File: config.mk
export PLATFORM = sky130hd
export DESIGN_NAME = wordpiece_token_joiner_top
export DESIGN_NICKNAME = d
export VERILOG_FILES = /design/src/sv/wtj_pkg.sv /design/src/sv/wordpiece_token_joiner_top.sv /design/src/sv/wtj_ctrl.sv /design/src/sv/wtj_datapath.sv
export SDC_FILE = /design/constraint.sdc
export NUM_CORES = 1
export LEC_CHECK = 0
export ABC_AREA = 1
export BUFFER_PORTS_ARGS = -buffer_cell sky130_fd_sc_hd__buf_2
export CAP_MARGIN = 20
export CORE_ASPECT_RATIO = 0.6
export CORE_MARGIN = 2
export CORE_UTILIZATION = 54
export CTS_CLUSTER_SIZE = 25
export DETAILED_ROUTE_END_ITERATION = 16
export GPL_ROUTABILITY_DRIVEN = 0
export PLACE_DENSITY = 0.73
export RECOVER_POWER = 25
export SLEW_MARGIN = 40
export SYNTH_ARGS = -nofsm -noshare
export SYNTH_HDL_FRONTEND = slang
export SYNTH_SLANG_ARGS = --single-unit
File: constraint.sdc
create_clock -name clk_i -period 2.39 [get_ports clk_i]
set_input_delay 0.5975 -clock clk_i [delete_from_list [all_inputs] [get_ports clk_i]]
set_output_delay 0.5975 -clock clk_i [all_outputs]
set_load 0.02 [all_outputs]
File: src/sv/wtj_pkg.sv
package wtj_pkg;

  localparam int HOLD_DEPTH = 8;
  localparam int MAX_PREFIX = 8;
  localparam int HOLD_AW    = $clog2(HOLD_DEPTH);
  localparam int CNT_W      = $clog2(HOLD_DEPTH + 1);
  localparam int PLEN_W     = 4;
  localparam int PREFIX_W   = 64;
  localparam int CFG_W      = 64;
  localparam int CFG_IDX_W  = 2;

  localparam logic [CFG_IDX_W-1:0] CFG_PREFIX_BYTES   = 2'd0;
  localparam logic [CFG_IDX_W-1:0] CFG_PREFIX_LEN     = 2'd1;
  localparam logic [CFG_IDX_W-1:0] CFG_CLEANUP_ENABLE = 2'd2;

  localparam logic [PREFIX_W-1:0] PREFIX_BYTES_RST   = 64'd8995;
  localparam logic [PLEN_W-1:0]   PREFIX_LEN_RST     = 4'd2;
  localparam logic                CLEANUP_ENABLE_RST = 1'b1;

  // Cleanup rules in priority order, then one extra entry for a plain space.
  localparam int RULE_COUNT = 11;
  localparam int RULE_W     = 4;
  localparam int TEXT_MAX   = 6;
  localparam int TEXT_W     = 8 * TEXT_MAX;
  localparam int LEN_W      = 3;
  localparam logic [RULE_W-1:0] RULE_SPACE = 4'd11;

  typedef struct packed {
    logic [7:0] byte_value;
    logic       token_begin;
    logic       token_end;
    logic       token_empty;
    logic       stream_begin;
  } wtj_in_t;

  typedef struct packed {
    logic [7:0] out_byte;
    logic       last_of_run;
    logic       token_done;
  } wtj_out_t;

  // The tail is the matched text after the leading space. Strings are
  // right-aligned, so the first character sits in the highest used byte.
  typedef struct packed {
    logic [TEXT_W-1:0] tail;
    logic [LEN_W-1:0]  tail_len;
    logic [TEXT_W-1:0] sub;
    logic [LEN_W-1:0]  sub_len;
  } rule_t;

  typedef struct packed {
    logic accept;
    logic pass_load;
    logic decide;
    logic sub_load;
    logic hold_load;
  } wtj_cmd_t;

  typedef struct packed {
    logic job_pass;
    logic job_resolve;
    logic dec_sub;
    logic dec_hold;
    logic have_hold;
    logic sub_last;
    logic hold_last;
    logic can_load;
  } wtj_status_t;

  function automatic rule_t rule_info(input logic [RULE_W-1:0] r);
    rule_t ri;
    ri = '0;
    case (r)
      4'd0: begin
        ri.tail = "do not"; ri.tail_len = 3'd6; ri.sub = " don't"; ri.sub_len = 3'd6;
      end
      4'd1: begin
        ri.tail = "n't"; ri.tail_len = 3'd3; ri.sub = "n't"; ri.sub_len = 3'd3;
      end
      4'd2: begin
        ri.tail = "'ve"; ri.tail_len = 3'd3; ri.sub = "'ve"; ri.sub_len = 3'd3;
      end
      4'd3: begin
        ri.tail = "'re"; ri.tail_len = 3'd3; ri.sub = "'re"; ri.sub_len = 3'd3;
      end
      4'd4: begin
        ri.tail = "' "; ri.tail_len = 3'd2; ri.sub = "'"; ri.sub_len = 3'd1;
      end
      4'd5: begin
        ri.tail = "'m"; ri.tail_len = 3'd2; ri.sub = "'m"; ri.sub_len = 3'd2;
      end
      4'd6: begin
        ri.tail = "'s"; ri.tail_len = 3'd2; ri.sub = "'s"; ri.sub_len = 3'd2;
      end
      4'd7: begin
        ri.tail = "."; ri.tail_len = 3'd1; ri.sub = "."; ri.sub_len = 3'd1;
      end
      4'd8: begin
        ri.tail = "?"; ri.tail_len = 3'd1; ri.sub = "?"; ri.sub_len = 3'd1;
      end
      4'd9: begin
        ri.tail = "!"; ri.tail_len = 3'd1; ri.sub = "!"; ri.sub_len = 3'd1;
      end
      4'd10: begin
        ri.tail = ","; ri.tail_len = 3'd1; ri.sub = ","; ri.sub_len = 3'd1;
      end
      default: begin
        ri.tail = '0; ri.tail_len = 3'd0; ri.sub = " "; ri.sub_len = 3'd1;
      end
    endcase
    return ri;
  endfunction

endpackage

File: src/sv/wordpiece_token_joiner_top.sv
// Channel   Handshake                 Payload
// input     in_valid_i / in_ready_o   in_data_i   (wtj_in_t, one token byte)
// output    out_valid_o / out_ready_i out_data_o  (wtj_out_t, one text byte)
// config    cfg_we_i                  cfg_idx_i, cfg_data_i
//
// A pass-through byte is transferred, then loaded into the output register.
// A byte that closes the hold is transferred, then decided on in the decision state,
// then its output bytes leave through the output register one byte per cycle
// while it is not stalled.
// Reset is asynchronous and active low; there is no clearing pass.
// The output register stalls the emitter while it holds a byte and out_ready_i is low.
module wordpiece_token_joiner_top
  import wtj_pkg::*;
(
  input  logic                 clk_i,
  input  logic                 rst_ni,
  input  logic                 in_valid_i,
  output logic                 in_ready_o,
  input  wtj_in_t              in_data_i,
  output logic                 out_valid_o,
  input  logic                 out_ready_i,
  output wtj_out_t             out_data_o,
  input  logic                 cfg_we_i,
  input  logic [CFG_IDX_W-1:0] cfg_idx_i,
  input  logic [CFG_W-1:0]     cfg_data_i
);

  wtj_cmd_t    cmd;
  wtj_status_t status;

  wtj_ctrl u_ctrl (
    .clk_i      (clk_i),
    .rst_ni     (rst_ni),
    .in_valid_i (in_valid_i),
    .in_ready_o (in_ready_o),
    .status_i   (status),
    .cmd_o      (cmd)
  );

  wtj_datapath u_datapath (
    .clk_i       (clk_i),
    .rst_ni      (rst_ni),
    .in_data_i   (in_data_i),
    .out_valid_o (out_valid_o),
    .out_ready_i (out_ready_i),
    .out_data_o  (out_data_o),
    .cfg_we_i    (cfg_we_i),
    .cfg_idx_i   (cfg_idx_i),
    .cfg_data_i  (cfg_data_i),
    .cmd_i       (cmd),
    .status_o    (status)
  );

endmodule

File: src/sv/wtj_ctrl.sv
module wtj_ctrl
  import wtj_pkg::*;
(
  input  logic        clk_i,
  input  logic        rst_ni,
  input  logic        in_valid_i,
  output logic        in_ready_o,
  input  wtj_status_t status_i,
  output wtj_cmd_t    cmd_o
);

  localparam logic [2:0] ST_IDLE   = 3'd0;
  localparam logic [2:0] ST_PASS   = 3'd1;
  localparam logic [2:0] ST_DECIDE = 3'd2;
  localparam logic [2:0] ST_SUBST  = 3'd3;
  localparam logic [2:0] ST_HOLD   = 3'd4;

  logic [2:0] state_q, state_d;

  always_comb begin
    state_d    = state_q;
    cmd_o      = '0;
    in_ready_o = 1'b0;
    case (state_q)
      ST_IDLE: begin
        in_ready_o = 1'b1;
        if (in_valid_i) begin
          cmd_o.accept = 1'b1;
          if (status_i.job_pass) begin
            state_d = ST_PASS;
          end else if (status_i.job_resolve) begin
            state_d = ST_DECIDE;
          end
        end
      end
      ST_PASS: begin
        if (status_i.can_load) begin
          cmd_o.pass_load = 1'b1;
          state_d = ST_IDLE;
        end
      end
      ST_DECIDE: begin
        cmd_o.decide = 1'b1;
        if (status_i.dec_sub) begin
          state_d = ST_SUBST;
        end else if (status_i.dec_hold) begin
          state_d = ST_HOLD;
        end else begin
          state_d = ST_IDLE;
        end
      end
      ST_SUBST: begin
        if (status_i.can_load) begin
          cmd_o.sub_load = 1'b1;
          if (status_i.sub_last) begin
            state_d = status_i.have_hold ? ST_HOLD : ST_IDLE;
          end
        end
      end
      ST_HOLD: begin
        if (status_i.can_load) begin
          cmd_o.hold_load = 1'b1;
          if (status_i.hold_last) begin
            state_d = ST_IDLE;
          end
        end
      end
      default: begin
        state_d = ST_IDLE;
      end
    endcase
  end

  always_ff @(posedge clk_i or negedge rst_ni) begin
    if (!rst_ni) begin
      state_q <= ST_IDLE;
    end else begin
      state_q <= state_d;
    end
  end

endmodule

File: src/sv/wtj_datapath.sv
module wtj_datapath
  import wtj_pkg::*;
(
  input  logic                 clk_i,
  input  logic                 rst_ni,
  input  wtj_in_t              in_data_i,
  output logic                 out_valid_o,
  input  logic                 out_ready_i,
  output wtj_out_t             out_data_o,
  input  logic                 cfg_we_i,
  input  logic [CFG_IDX_W-1:0] cfg_idx_i,
  input  logic [CFG_W-1:0]     cfg_data_i,
  input  wtj_cmd_t             cmd_i,
  output wtj_status_t          status_o
);

  logic [PREFIX_W-1:0] prefix_q;
  logic [PLEN_W-1:0]   plen_cfg_q;
  logic                cleanup_q;

  logic             fpt_q, fpt_d;
  logic             mode_q, mode_d;
  logic [CNT_W-1:0] cnt_q, cnt_d;
  logic [7:0]       hold_q [HOLD_DEPTH];

  logic             job_fpt_q, job_fpt_d;
  logic [CNT_W-1:0] job_n_q, job_n_d;
  logic             job_done_q, job_done_d;
  logic [7:0]       job_byte_q;
  logic             job_pass, job_resolve, hold_we;
  logic [CNT_W-1:0] wr_cnt;

  logic             eff_mode, fpt_eff;
  logic [CNT_W-1:0] eff_cnt, new_cnt;

  logic [RULE_W-1:0] rule_q, dec_rule;
  logic [LEN_W-1:0]  slen_q, dec_slen, j_q;
  logic [CNT_W-1:0]  ptr_q, dec_start;
  logic              have_hold_q;

  logic [PLEN_W-1:0] plen;
  logic              pre_ok, hit, found, ok;
  logic [RULE_W-1:0] found_rule;
  logic [LEN_W-1:0]  found_tlen, found_slen;
  rule_t             ri, rs;
  logic [LEN_W-1:0]  sub_pos;
  logic [7:0]        sub_byte;
  logic              sub_last, hold_last, can_load;

  logic     out_valid_q, out_valid_d;
  wtj_out_t out_q, out_d;

  always_ff @(posedge clk_i or negedge rst_ni) begin
    if (!rst_ni) begin
      prefix_q   <= PREFIX_BYTES_RST;
      plen_cfg_q <= PREFIX_LEN_RST;
      cleanup_q  <= CLEANUP_ENABLE_RST;
    end else if (cfg_we_i) begin
      case (cfg_idx_i)
        CFG_PREFIX_BYTES:   prefix_q   <= cfg_data_i[PREFIX_W-1:0];
        CFG_PREFIX_LEN:     plen_cfg_q <= cfg_data_i[PLEN_W-1:0];
        CFG_CLEANUP_ENABLE: cleanup_q  <= cfg_data_i[0];
        default: begin
        end
      endcase
    end
  end

  // Token bookkeeping for the item on the input port.
  always_comb begin
    eff_mode    = in_data_i.token_begin ? 1'b0 : mode_q;
    eff_cnt     = in_data_i.token_begin ? '0 : cnt_q;
    new_cnt     = eff_cnt + 1'b1;
    fpt_eff     = fpt_q | (in_data_i.stream_begin && !eff_mode && (eff_cnt == '0));
    fpt_d       = fpt_q;
    mode_d      = mode_q;
    cnt_d       = cnt_q;
    job_pass    = 1'b0;
    job_resolve = 1'b0;
    job_fpt_d   = fpt_q;
    job_n_d     = '0;
    job_done_d  = 1'b0;
    hold_we     = 1'b0;
    wr_cnt      = eff_cnt;
    if (in_data_i.token_empty) begin
      job_fpt_d   = fpt_q | in_data_i.stream_begin;
      job_resolve = 1'b1;
      job_done_d  = 1'b1;
      mode_d      = 1'b0;
      cnt_d       = '0;
      fpt_d       = 1'b0;
    end else if (eff_mode) begin
      job_pass = 1'b1;
      if (in_data_i.token_end) begin
        mode_d     = 1'b0;
        fpt_d      = 1'b0;
        job_done_d = 1'b1;
      end
    end else begin
      hold_we   = 1'b1;
      job_fpt_d = fpt_eff;
      if (in_data_i.token_end || (new_cnt == CNT_W'(HOLD_DEPTH))) begin
        job_resolve = 1'b1;
        job_n_d     = new_cnt;
        cnt_d       = '0;
        if (in_data_i.token_end) begin
          mode_d     = 1'b0;
          fpt_d      = 1'b0;
          job_done_d = 1'b1;
        end else begin
          mode_d = 1'b1;
          fpt_d  = fpt_eff;
        end
      end else begin
        cnt_d  = new_cnt;
        mode_d = 1'b0;
        fpt_d  = fpt_eff;
      end
    end
  end

  always_ff @(posedge clk_i or negedge rst_ni) begin
    if (!rst_ni) begin
      fpt_q  <= 1'b1;
      mode_q <= 1'b0;
      cnt_q  <= '0;
    end else if (cmd_i.accept) begin
      fpt_q  <= fpt_d;
      mode_q <= mode_d;
      cnt_q  <= cnt_d;
    end
  end

  always_ff @(posedge clk_i) begin
    if (cmd_i.accept) begin
      job_fpt_q  <= job_fpt_d;
      job_n_q    <= job_n_d;
      job_done_q <= job_done_d;
      job_byte_q <= in_data_i.byte_value;
      if (hold_we) begin
        hold_q[wr_cnt[HOLD_AW-1:0]] <= in_data_i.byte_value;
      end
    end
  end

  // Held bytes: first token kept, or prefix strip, cleanup rule or space.
  always_comb begin
    plen = (plen_cfg_q > PLEN_W'(MAX_PREFIX)) ? PLEN_W'(MAX_PREFIX) : plen_cfg_q;
    pre_ok = 1'b1;
    for (int i = 0; i < MAX_PREFIX; i++) begin
      if ((PLEN_W'(i) < plen) && (hold_q[HOLD_AW'(i)] != prefix_q[8*i +: 8])) begin
        pre_ok = 1'b0;
      end
    end
    hit = !job_fpt_q && (plen != '0) && (PLEN_W'(job_n_q) >= plen) && pre_ok;

    found      = 1'b0;
    found_rule = RULE_SPACE;
    found_tlen = '0;
    found_slen = '0;
    for (int r = 0; r < RULE_COUNT; r++) begin
      ri = rule_info(RULE_W'(r));
      ok = (job_n_q >= CNT_W'(ri.tail_len));
      for (int i = 0; i < TEXT_MAX; i++) begin
        if ((LEN_W'(i) < ri.tail_len) &&
            (hold_q[HOLD_AW'(i)] != ri.tail[8*(32'(ri.tail_len) - 1 - i) +: 8])) begin
          ok = 1'b0;
        end
      end
      if (ok && !found) begin
        found      = 1'b1;
        found_rule = RULE_W'(r);
        found_tlen = ri.tail_len;
        found_slen = ri.sub_len;
      end
    end

    if (job_fpt_q) begin
      dec_rule  = RULE_SPACE;
      dec_slen  = '0;
      dec_start = '0;
    end else if (hit) begin
      dec_rule  = RULE_SPACE;
      dec_slen  = '0;
      dec_start = CNT_W'(plen);
    end else if (cleanup_q && found) begin
      dec_rule  = found_rule;
      dec_slen  = found_slen;
      dec_start = CNT_W'(found_tlen);
    end else begin
      dec_rule  = RULE_SPACE;
      dec_slen  = LEN_W'(1);
      dec_start = '0;
    end
  end

  always_ff @(posedge clk_i) begin
    if (cmd_i.decide) begin
      rule_q      <= dec_rule;
      slen_q      <= dec_slen;
      ptr_q       <= dec_start;
      have_hold_q <= (dec_start < job_n_q);
      j_q         <= '0;
    end else begin
      if (cmd_i.sub_load) begin
        j_q <= j_q + 1'b1;
      end
      if (cmd_i.hold_load) begin
        ptr_q <= ptr_q + 1'b1;
      end
    end
  end

  always_comb begin
    rs        = rule_info(rule_q);
    sub_pos   = slen_q - 1'b1 - j_q;
    sub_byte  = rs.sub[{sub_pos, 3'b000} +: 8];
    sub_last  = (j_q + 1'b1) == slen_q;
    hold_last = (ptr_q + 1'b1) == job_n_q;
    can_load  = !out_valid_q || out_ready_i;
  end

  always_comb begin
    out_d       = out_q;
    out_valid_d = out_valid_q && !out_ready_i;
    if (cmd_i.pass_load) begin
      out_valid_d       = 1'b1;
      out_d.out_byte    = job_byte_q;
      out_d.last_of_run = 1'b1;
      out_d.token_done  = job_done_q;
    end else if (cmd_i.sub_load) begin
      out_valid_d       = 1'b1;
      out_d.out_byte    = sub_byte;
      out_d.last_of_run = sub_last && !have_hold_q;
      out_d.token_done  = sub_last && !have_hold_q && job_done_q;
    end else if (cmd_i.hold_load) begin
      out_valid_d       = 1'b1;
      out_d.out_byte    = hold_q[ptr_q[HOLD_AW-1:0]];
      out_d.last_of_run = hold_last;
      out_d.token_done  = hold_last && job_done_q;
    end
  end

  always_ff @(posedge clk_i or negedge rst_ni) begin
    if (!rst_ni) begin
      out_valid_q <= 1'b0;
    end else begin
      out_valid_q <= out_valid_d;
    end
  end

  always_ff @(posedge clk_i) begin
    out_q <= out_d;
  end

  assign out_valid_o = out_valid_q;
  assign out_data_o  = out_q;

  assign status_o.job_pass    = job_pass;
  assign status_o.job_resolve = job_resolve;
  assign status_o.dec_sub     = (dec_slen != '0);
  assign status_o.dec_hold    = (dec_start < job_n_q);
  assign status_o.have_hold   = have_hold_q;
  assign status_o.sub_last    = sub_last;
  assign status_o.hold_last   = hold_last;
  assign status_o.can_load    = can_load;

endmodule

==> results of run 1 <==
-- layout by cell type, fill, tap and decap left out, types with 10 or more instances in the layout --
| cell type | count |
|---|---|
| sky130_fd_sc_hd__nor2_2 | 16 |
| sky130_fd_sc_hd__ha_1 | 13 |
| sky130_fd_sc_hd__inv_1 | 107 |
| sky130_fd_sc_hd__buf_2 | 85 |
| sky130_fd_sc_hd__inv_2 | 21 |
| sky130_fd_sc_hd__edfxtp_1 | 99 |
| sky130_fd_sc_hd__xor2_1 | 18 |
| sky130_fd_sc_hd__nand4_1 | 15 |
| sky130_fd_sc_hd__nand3_1 | 37 |
| sky130_fd_sc_hd__dfrtp_1 | 69 |
| sky130_fd_sc_hd__a21oi_1 | 43 |
| sky130_fd_sc_hd__nand2_1 | 166 |
| sky130_fd_sc_hd__clkbuf_16 | 17 |
| sky130_fd_sc_hd__nor3_1 | 10 |
| sky130_fd_sc_hd__buf_4 | 118 |
| sky130_fd_sc_hd__nor2_1 | 103 |
| sky130_fd_sc_hd__nand2_2 | 12 |
| sky130_fd_sc_hd__xnor2_1 | 38 |
| sky130_fd_sc_hd__clkbuf_1 | 10 |
| sky130_fd_sc_hd__mux2_2 | 51 |
| sky130_fd_sc_hd__o21ai_0 | 69 |
-- worst max path at each step --
stage                                               from                             to  slack [ns]  cells past startpoint
floorplan           u_datapath.plen_cfg_q[1]$_DFFE_PN1P_  u_ctrl.state_q[2]$_DFFE_PN0P_       -0.14                     22
global placement    u_datapath.plen_cfg_q[1]$_DFFE_PN1P_  u_ctrl.state_q[2]$_DFFE_PN0P_       -0.16                     22
detailed placement  u_datapath.plen_cfg_q[1]$_DFFE_PN1P_  u_ctrl.state_q[2]$_DFFE_PN0P_       -0.22                     22
CTS                 u_datapath.plen_cfg_q[1]$_DFFE_PN1P_  u_ctrl.state_q[2]$_DFFE_PN0P_       -0.24                     22
global route        u_datapath.plen_cfg_q[1]$_DFFE_PN1P_  u_ctrl.state_q[2]$_DFFE_PN0P_       -0.47                     22
finish              u_datapath.plen_cfg_q[1]$_DFFE_PN1P_  u_ctrl.state_q[2]$_DFFE_PN0P_       -0.33                     22
-- layout make-up --
type,instances,area (µm²)
multi-input cells,680,4180
repair buffers,218,1430
fillers,1264,5210
clock buffers,20,447
flip-flops and latches,185,5100
clock inverters,12,119
well taps,234,293
inverters,131,492
-- repair_timing --
item                                    4_1_cts  5_1_grt
gates resized for setup                       3       56
gates cloned                                  0        0
endpoints found under the setup margin        3       14
setup buffers                                 0       14
pin swaps                                     0       31
-- state kept, by name, indices dropped and copies added, names as in the netlist, named ones only --
register	cells
u_datapath.out_valid_o	1
u_datapath.cleanup_q	1
u_datapath.rule_q	4
u_datapath.job_done_q	1
u_datapath.j_q	3
u_datapath.have_hold_q	1
u_datapath.plen_cfg_q	4
u_ctrl.state_q	3
u_datapath.hold_q	64
u_datapath.fpt_q	1
u_datapath.job_n_q	4
u_datapath.cnt_q	4
u_datapath.out_data_o	10
u_datapath.mode_q	1
u_datapath.prefix_q	64
u_datapath.slen_q	3
u_datapath.job_byte_q	8
u_datapath.job_fpt_q	1
u_datapath.ptr_q	4
-- metal layers --
metal | share of wire, % | global-route usage, %
met5 | 0 | 0
met3 | 11 | 8.23
met1 | 46 | 42.6
met4 | 1.6 | 8.26
met2 | 42 | 40.2
-- power by group --
group | internal, W | leakage (nW) | switching, W
Clock | 0.00148 | 0.263 | 0.00125
Sequential | 0.00403 | 1.88 | 0.000449
Combinational | 0.00136 | 3.17 | 0.00224
-- logic make-up (layout without fill, tap and decap cells) --
family	Yosys count	in the layout	synth area share (%)
muxes	51	51	5.98
adders and majority gates	17	17	2.29
AOI/OAI and AO/OA	159	159	9.28
and+or+nand+nor	397	397	18.4
DFF	185	185	53.1
buffers and inverters	148	381	5.80
xor gates and xnor gates	56	56	5.11
-- critical path: stages (launching register included) --
cell	delay (ns)
sky130_fd_sc_hd__dfstp_2	0.54
sky130_fd_sc_hd__nand2_2	0.06
sky130_fd_sc_hd__ha_4	0.20
sky130_fd_sc_hd__a21boi_1	0.13
sky130_fd_sc_hd__o21ai_1	0.17
sky130_fd_sc_hd__nand2_1	0.09
sky130_fd_sc_hd__a21oi_2	0.18
sky130_fd_sc_hd__nor3_4	0.05
sky130_fd_sc_hd__nand2_2	0.09
sky130_fd_sc_hd__nand2_4	0.06
sky130_fd_sc_hd__nor2_4	0.14
sky130_fd_sc_hd__nand2_2	0.09
sky130_fd_sc_hd__nor2_4	0.14
sky130_fd_sc_hd__inv_2	0.06
sky130_fd_sc_hd__nand2_2	0.08
sky130_fd_sc_hd__ha_4	0.21
sky130_fd_sc_hd__nand2_2	0.06
sky130_fd_sc_hd__inv_2	0.04
sky130_fd_sc_hd__nand2_1	0.04
sky130_fd_sc_hd__nand3_1	0.06
sky130_fd_sc_hd__nand2_1	0.07
sky130_fd_sc_hd__nand2_1	0.04
sky130_fd_sc_hd__nand2_1	0.06
-- per-stage QoR --
step           TNS (ns)  hold WS, ns  util (%)  cells
6_report         -0.999        0.383      69.8   1480
5_1_grt           -1.99        0.382      69.8   1480
4_1_cts          -0.423        0.176      68.2   1466
3_5_place_dp     -0.439        0.479      64.9   1434
3_3_place_gp     -0.280        0.464      64.9   1434
2_1_floorplan    -0.263        0.302         -   1013
==> results summary, run 1 <==
The run finished, with violations left. The final reports fail on setup timing. The number of H-tree branching levels is 4. Setup repair after global routing could not meet its margin everywhere.

For this configuration, the core starts out at a cell density of 55.6%. The transition time at the pin with the least slew margin is 1.13 ns. The vias after detailed routing came out at 8,059. The final worst slack came out at -0.333 ns. The total power is ~0.011 W. The number of flops mapped to enable cells by yosys is between 90 and 100. The wire length per cell after detailed routing came out at 17.9 µm. Yosys instantiated no cell more often than sky130_fd_sc_hd__nand2_1. The growth of design area from synthesis to finish came out at 25.6%. The proportion of layout cells with a drive suffix above 1 is between 30% and 40%.

After synthesis, the mean cell area works out to about 9.5 µm². The commonest cells after synthesis are 176 x sky130_fd_sc_hd__nand2_1, 113 x sky130_fd_sc_hd__inv_1, 112 x sky130_fd_sc_hd__nor2_1. The critical path is of the flop to flop type. The async set or reset register ratio after synthesis came out at approximately 43%. The number of buffers created by CTS came out at 17. The peak fanout along the critical path is 2.

The remaining number of nets flagged by the antenna check after routing came out at 0. The number of buffers on the longest clock path came out at 2. The die covers ~19,000 µm².

Summing every instance area after synthesis gives 9600 µm². Buffers inserted to repair hold after CTS numbered 0. The clock net in this run drives a total of 185 sinks. The wire-length estimate of the detail-placed layout is 19,400 µm.

The number of pins with negative max-slew slack in the final report is 0. Of the synthesized area, sequential elements account for 53.1%. The maximum clock skew at final layout is ~0.012 ns. The count of endpoints failing hold in the final timing report is 0. The I/O pin count is 95. Global routing used about 28% of the available tracks across all layers. The top achievable clock speed is 367 MHz. The number of vias per cell after detailed routing is about 5.4.

The clock slew seen by the registers of the worst setup and hold paths is roughly 0.070 ns. The floorplan die width is 176 µm. The synthesized netlist contains between 50 and 60 unique library cells.

At the end of the flow, the number of nets in the layout was between 1,000 and 1,500. The core region is 17,300 µm². The worst hold path belongs to the class input pin to async pin. The initial DRC count came out at 966.

The worst setup path is captured at a flop. The final critical-path share of the clock period is 114%. The cell area after layout came out at roughly 12,000 µm². The remaining global-route overflow is 0. The cell count after synthesis came out at 1,013.

For flop-to-flop paths, the worst setup slack is -0.33 ns. The worst voltage drop across the vdd grid is ~0.00055 V. The root buffer cell chosen for the clock tree is sky130_fd_sc_hd__clkbuf_16. Setup violations remaining at the end of the flow were counted as 8. The number of diodes added for antenna fixing is 0.

The insertion delay of the later-clocked pin in the worst-skew pair is 0.43 ns. The wire length of the first global-routing pass is 40,400 µm. In this run the power density over the cells is 896 nW/µm².

The total of max-cap violations is 0. Summing all placed instances gives a cell area of 11,200 µm². The total of flip-flops plus latches after synthesis is around 190. The pin count of the biggest net entering global routing came out at ~40. sky130_fd_sc_hd__edfxtp_1 takes more of the synthesized area than any other cell. The floorplan step set the die height to 107 µm. The total number of yosys warnings is 0.

The site row count is 37. The total wirelength of the detailed-routed design came out at approximately 27,000 µm. The number of cell instances on the worst register-to-register path is 22. The post-detailed-route DRC marker count came out at 0.

The initial antenna violation count came to 0. TritonCTS built the clock tree. The minimum setup slack after placement is -0.222 ns. Yosys attributes the largest share of cell area to sky130_fd_sc_hd__edfxtp_1 31%, sky130_fd_sc_hd__dfrtp_1 18%, sky130_fd_sc_hd__nand2_1 6.9%.

The count of TritonRoute iterations in the first routing pass came out at 5. The total nets after synthesis came out at 1,113. The relative slew slack is 24.5%. At the worst endpoint, the required time is around 2.8 ns. The count of buffers added on input and output ports is 94. The source of the worst register-to-register timing path is u_datapath.plen_cfg_q[1]$_DFFE_PN1P_. For the finished layout, the period the worst path requires is about 2.7 ns. The startpoint class of the critical path is a flop. The leakage component of the power is 5.31 nW. In the synthesized netlist the dominant register cell turns out to be sky130_fd_sc_hd__edfxtp_1. For the worst setup path, the data arrival time is 3.10 ns. The area fraction of the dominant cell type after synthesis is 31.0%. The reg-to-reg endpoint is u_ctrl.state_q[2]$_DFFE_PN0P_. The via count of the first global-routing pass came out at 7,513.
Note: power is estimated with default switching activity, not from simulation.
==> run 2: changes to the inputs <==
CELL_PAD_IN_SITES_DETAIL_PLACEMENT = 2   (was not set)
CELL_PAD_IN_SITES_GLOBAL_PLACEMENT = 2   (was not set)
CORE_UTILIZATION = 34   (was 54)
PLACE_DENSITY = 0.72   (was 0.73)
clock period = 2.4 ns   (was 2.39 ns; I/O delays follow)
==> results summary, run 2 (same netlist as run 1, synthesis figures left out) <==
The flow ran to the end, but the final reports show violations. The final reports fail on capacitance limit, slew limit, setup timing. The tree is rooted in a sky130_fd_sc_hd__clkbuf_16. The vertical die dimension is 134 µm.

The number of fill cells in the layout is 2,953. For the pin with the worst max-slew slack, the measured transition is 2.21 ns. Clock-pin slew was measured on the worst setup and hold paths at 0.08 ns.

The peak fanout along the critical path came out at 3. The first TritonRoute pass finished after 5 iterations. TritonCTS built the clock tree. In the global route stage, met2 resource usage came out at 41.9%. The leakage component of the power came out at 5.72 nW. The met1 routing resource usage after global routing came out at between 30% and 40%. After detailed routing, the number of remaining DRC violations is 0. The clock arrives with 0.0197 ns of skew.

The remaining global-route overflow is 0. Headroom to the max-slew limit came out at -47.2%. The area of the placeable core came out at 27,600 µm².

In the layout the commonest cells are 177 x sky130_fd_sc_hd__buf_4, 162 x sky130_fd_sc_hd__nand2_1, 102 x sky130_fd_sc_hd__inv_1. The tightest min-delay check is of the input pin to flop type. The number of buffers on the longest clock path is 2. The insertion delay of the later-clocked pin in the worst-skew pair came out at 0.48 ns. Setup violations remaining at the end of the flow were counted as 10. The number of diodes added for antenna fixing is 0.

The capturing element type of the critical path is a flop. Setup repair after global routing could not meet its margin everywhere. The initial DRC count is 632. By startpoint and endpoint, the worst setup path is classified as flop to flop. The total of hold buffers inserted after clock tree synthesis is 0. The total of max-cap violations is 1. Measured along the x axis, the die boundary spans 221 µm.

The TritonCTS sink count came out at 185. The pin count of the biggest net entering global routing came out at 80. The library cell used most frequently in the layout, excluding fill and tap cells, is sky130_fd_sc_hd__buf_4.

The power per cell area came out at 900 nW/µm². The total power came out at 0.0117 W. Data arrives at the worst endpoint at 3.17 ns.

The number of buffers created by CTS came out at 17. Prior to clock tree synthesis, the placed netlist has a worst setup slack of -0.369 ns. The count of endpoints failing hold in the final timing report is 0.

The initial antenna violation count came out at 3. The final worst slack is -0.356 ns. The worst setup path is launched from a flop. The number of pins with negative max-slew slack in the final report is 80. The net count reported at finish is 1,399. 95 I/O pins were placed. The routed layout has 8,688 vias. The layer flagged by global routing as most heavily used is met2. The number of port buffers came out at 94. The initial core utilization is between 30% and 40%. The met3 global-route usage is 4.84%.

The data required time of the critical path is 2.82 ns. The remaining number of nets flagged by the antenna check after routing is 0. The proportion of layout cells with a drive suffix above 1 came out at 38.3%. The H-tree was split into 4 levels.

In the global route stage, overall resource usage came out at 26.1%. The final critical-path share of the clock period came out at 115%. The via count of the first global-routing pass came out at roughly 9,500.

In the final routed layout, each cell accounts on average for between 20 and 25 µm. The first global-routing pass estimated roughly 58,000 µm of wire. The post-route worst hold slack is 0.343 ns.

IR analysis of the VDD net gives a maximum drop of 0.000435 V. Relative to the synthesized area, the layout overhead comes to 35.5%. The site row count is 47. The final layout contains routed wiring with a total length of between 30,000 and 40,000 µm. Derived from the worst setup path, the maximum achievable clock frequency is 363 MHz. The half-perimeter wire length after placement is approximately 27,000 µm. For the finished layout, the period the worst path requires is 2.76 ns. The floorplan step defined a die boundary enclosing 29,600 µm². The number of vias per cell after detailed routing is 5.17.
[run 2: changes by cell type in the layout (fill, tap and decap cells not counted), moves of 5 or more]
cell and delta:
sky130_fd_sc_hd__buf_4 +59, sky130_fd_sc_hd__inv_1 -5, sky130_fd_sc_hd__inv_2 +6, sky130_fd_sc_hd__nor2_1 -10, sky130_fd_sc_hd__nor2_4 +7
[run 2: path summary, 6_finish.rpt]
check	endpoint	startpoint	slack (ns)	cells after the start
min	u_datapath.prefix_q[8]$_DFFE_PN1P_	cfg_data_i[8]	0.34	2
max in group asynchronous	u_datapath.plen_cfg_q[3]$_DFFE_PN0P_	rst_ni	0.10	2
min in group asynchronous	u_datapath.prefix_q[35]$_DFFE_PN0P_	rst_ni	0.88	2
max reg2reg	u_ctrl.state_q[2]$_DFFE_PN0P_	u_datapath.hold_q[1][3]$_DFFE_PP_	-0.36	22
min reg2reg	u_datapath.j_q[0]$_SDFFE_PN0P_	u_datapath.j_q[0]$_SDFFE_PN0P_	0.46	1
max	u_ctrl.state_q[2]$_DFFE_PN0P_	u_datapath.hold_q[1][3]$_DFFE_PP_	-0.36	22
[run 2: power breakdown]
part           total [W]  switching, W  leakage [nW]  internal, W
clock network    0.00293       0.00144         0.280      0.00149
logic            0.00427       0.00271          3.56      0.00157
registers        0.00450      0.000485          1.88      0.00402
[run 2: cell type report]
type                       count  area (µm²)  share of cell area (%)
inverter                     131         492                    3.78
sequential                   185        5100                    39.2
clock inverter                13         136                    1.05
tap                          367         459                    3.53
timing repair buffer         284        1980                    15.2
clock buffer                  19         443                    3.41
multi-input combinational    680        4390                    33.8
[run 2: metal layers]
metal	wire length, µm	vias up	share of wire (%)
li1	-	3961	-
met1	18100	4442	46
met2	18700	233	47
met3	2090	52	5.3
met4	774	0	2.0
met5	0	-	0
[run 2: metrics by stage]
step / std cells / instance area [µm²] / util, % / TNS [ns]
global placement: 1616 / 11800 / 42.6 / -0.492
finish: 1679 / 13000 / 47.1 / -1.90
detailed placement: 1616 / 11800 / 42.6 / -1.14
CTS: 1667 / 12600 / 45.7 / -0.833
floorplan: 1013 / 9640 / - / -0.243
global route: 1679 / 13000 / 47.1 / -14.05
[run 2: critical path, stage by stage (launching register included)]
cell and delay [ns]:
sky130_fd_sc_hd__edfxtp_1 0.45, sky130_fd_sc_hd__buf_4 0.19, sky130_fd_sc_hd__nor2_1 0.21, sky130_fd_sc_hd__inv_1 0.10, sky130_fd_sc_hd__nor2_1 0.28, sky130_fd_sc_hd__o21ai_2 0.09
sky130_fd_sc_hd__nor2_2 0.17, sky130_fd_sc_hd__nor2_4 0.06, sky130_fd_sc_hd__nand4_4 0.08, sky130_fd_sc_hd__nor2_4 0.05, sky130_fd_sc_hd__nand4_2 0.10, sky130_fd_sc_hd__nand2_2 0.09
sky130_fd_sc_hd__nor2_4 0.12, sky130_fd_sc_hd__inv_2 0.06, sky130_fd_sc_hd__nand2_4 0.06, sky130_fd_sc_hd__ha_4 0.21, sky130_fd_sc_hd__nand2_4 0.06, sky130_fd_sc_hd__inv_2 0.04
sky130_fd_sc_hd__nand2_2 0.06, sky130_fd_sc_hd__nand3_2 0.05, sky130_fd_sc_hd__nand2_1 0.06, sky130_fd_sc_hd__nand2_1 0.05, sky130_fd_sc_hd__nand2_1 0.06
[run 2: timing repair]
item / 4_1_cts / 5_1_grt
buffers inserted: 20 / 15
gates resized for setup: 37 / 79
endpoints found under the hold margin: 0 / 0
pin swaps: 22 / 34
endpoints found under the setup margin: 13 / 22
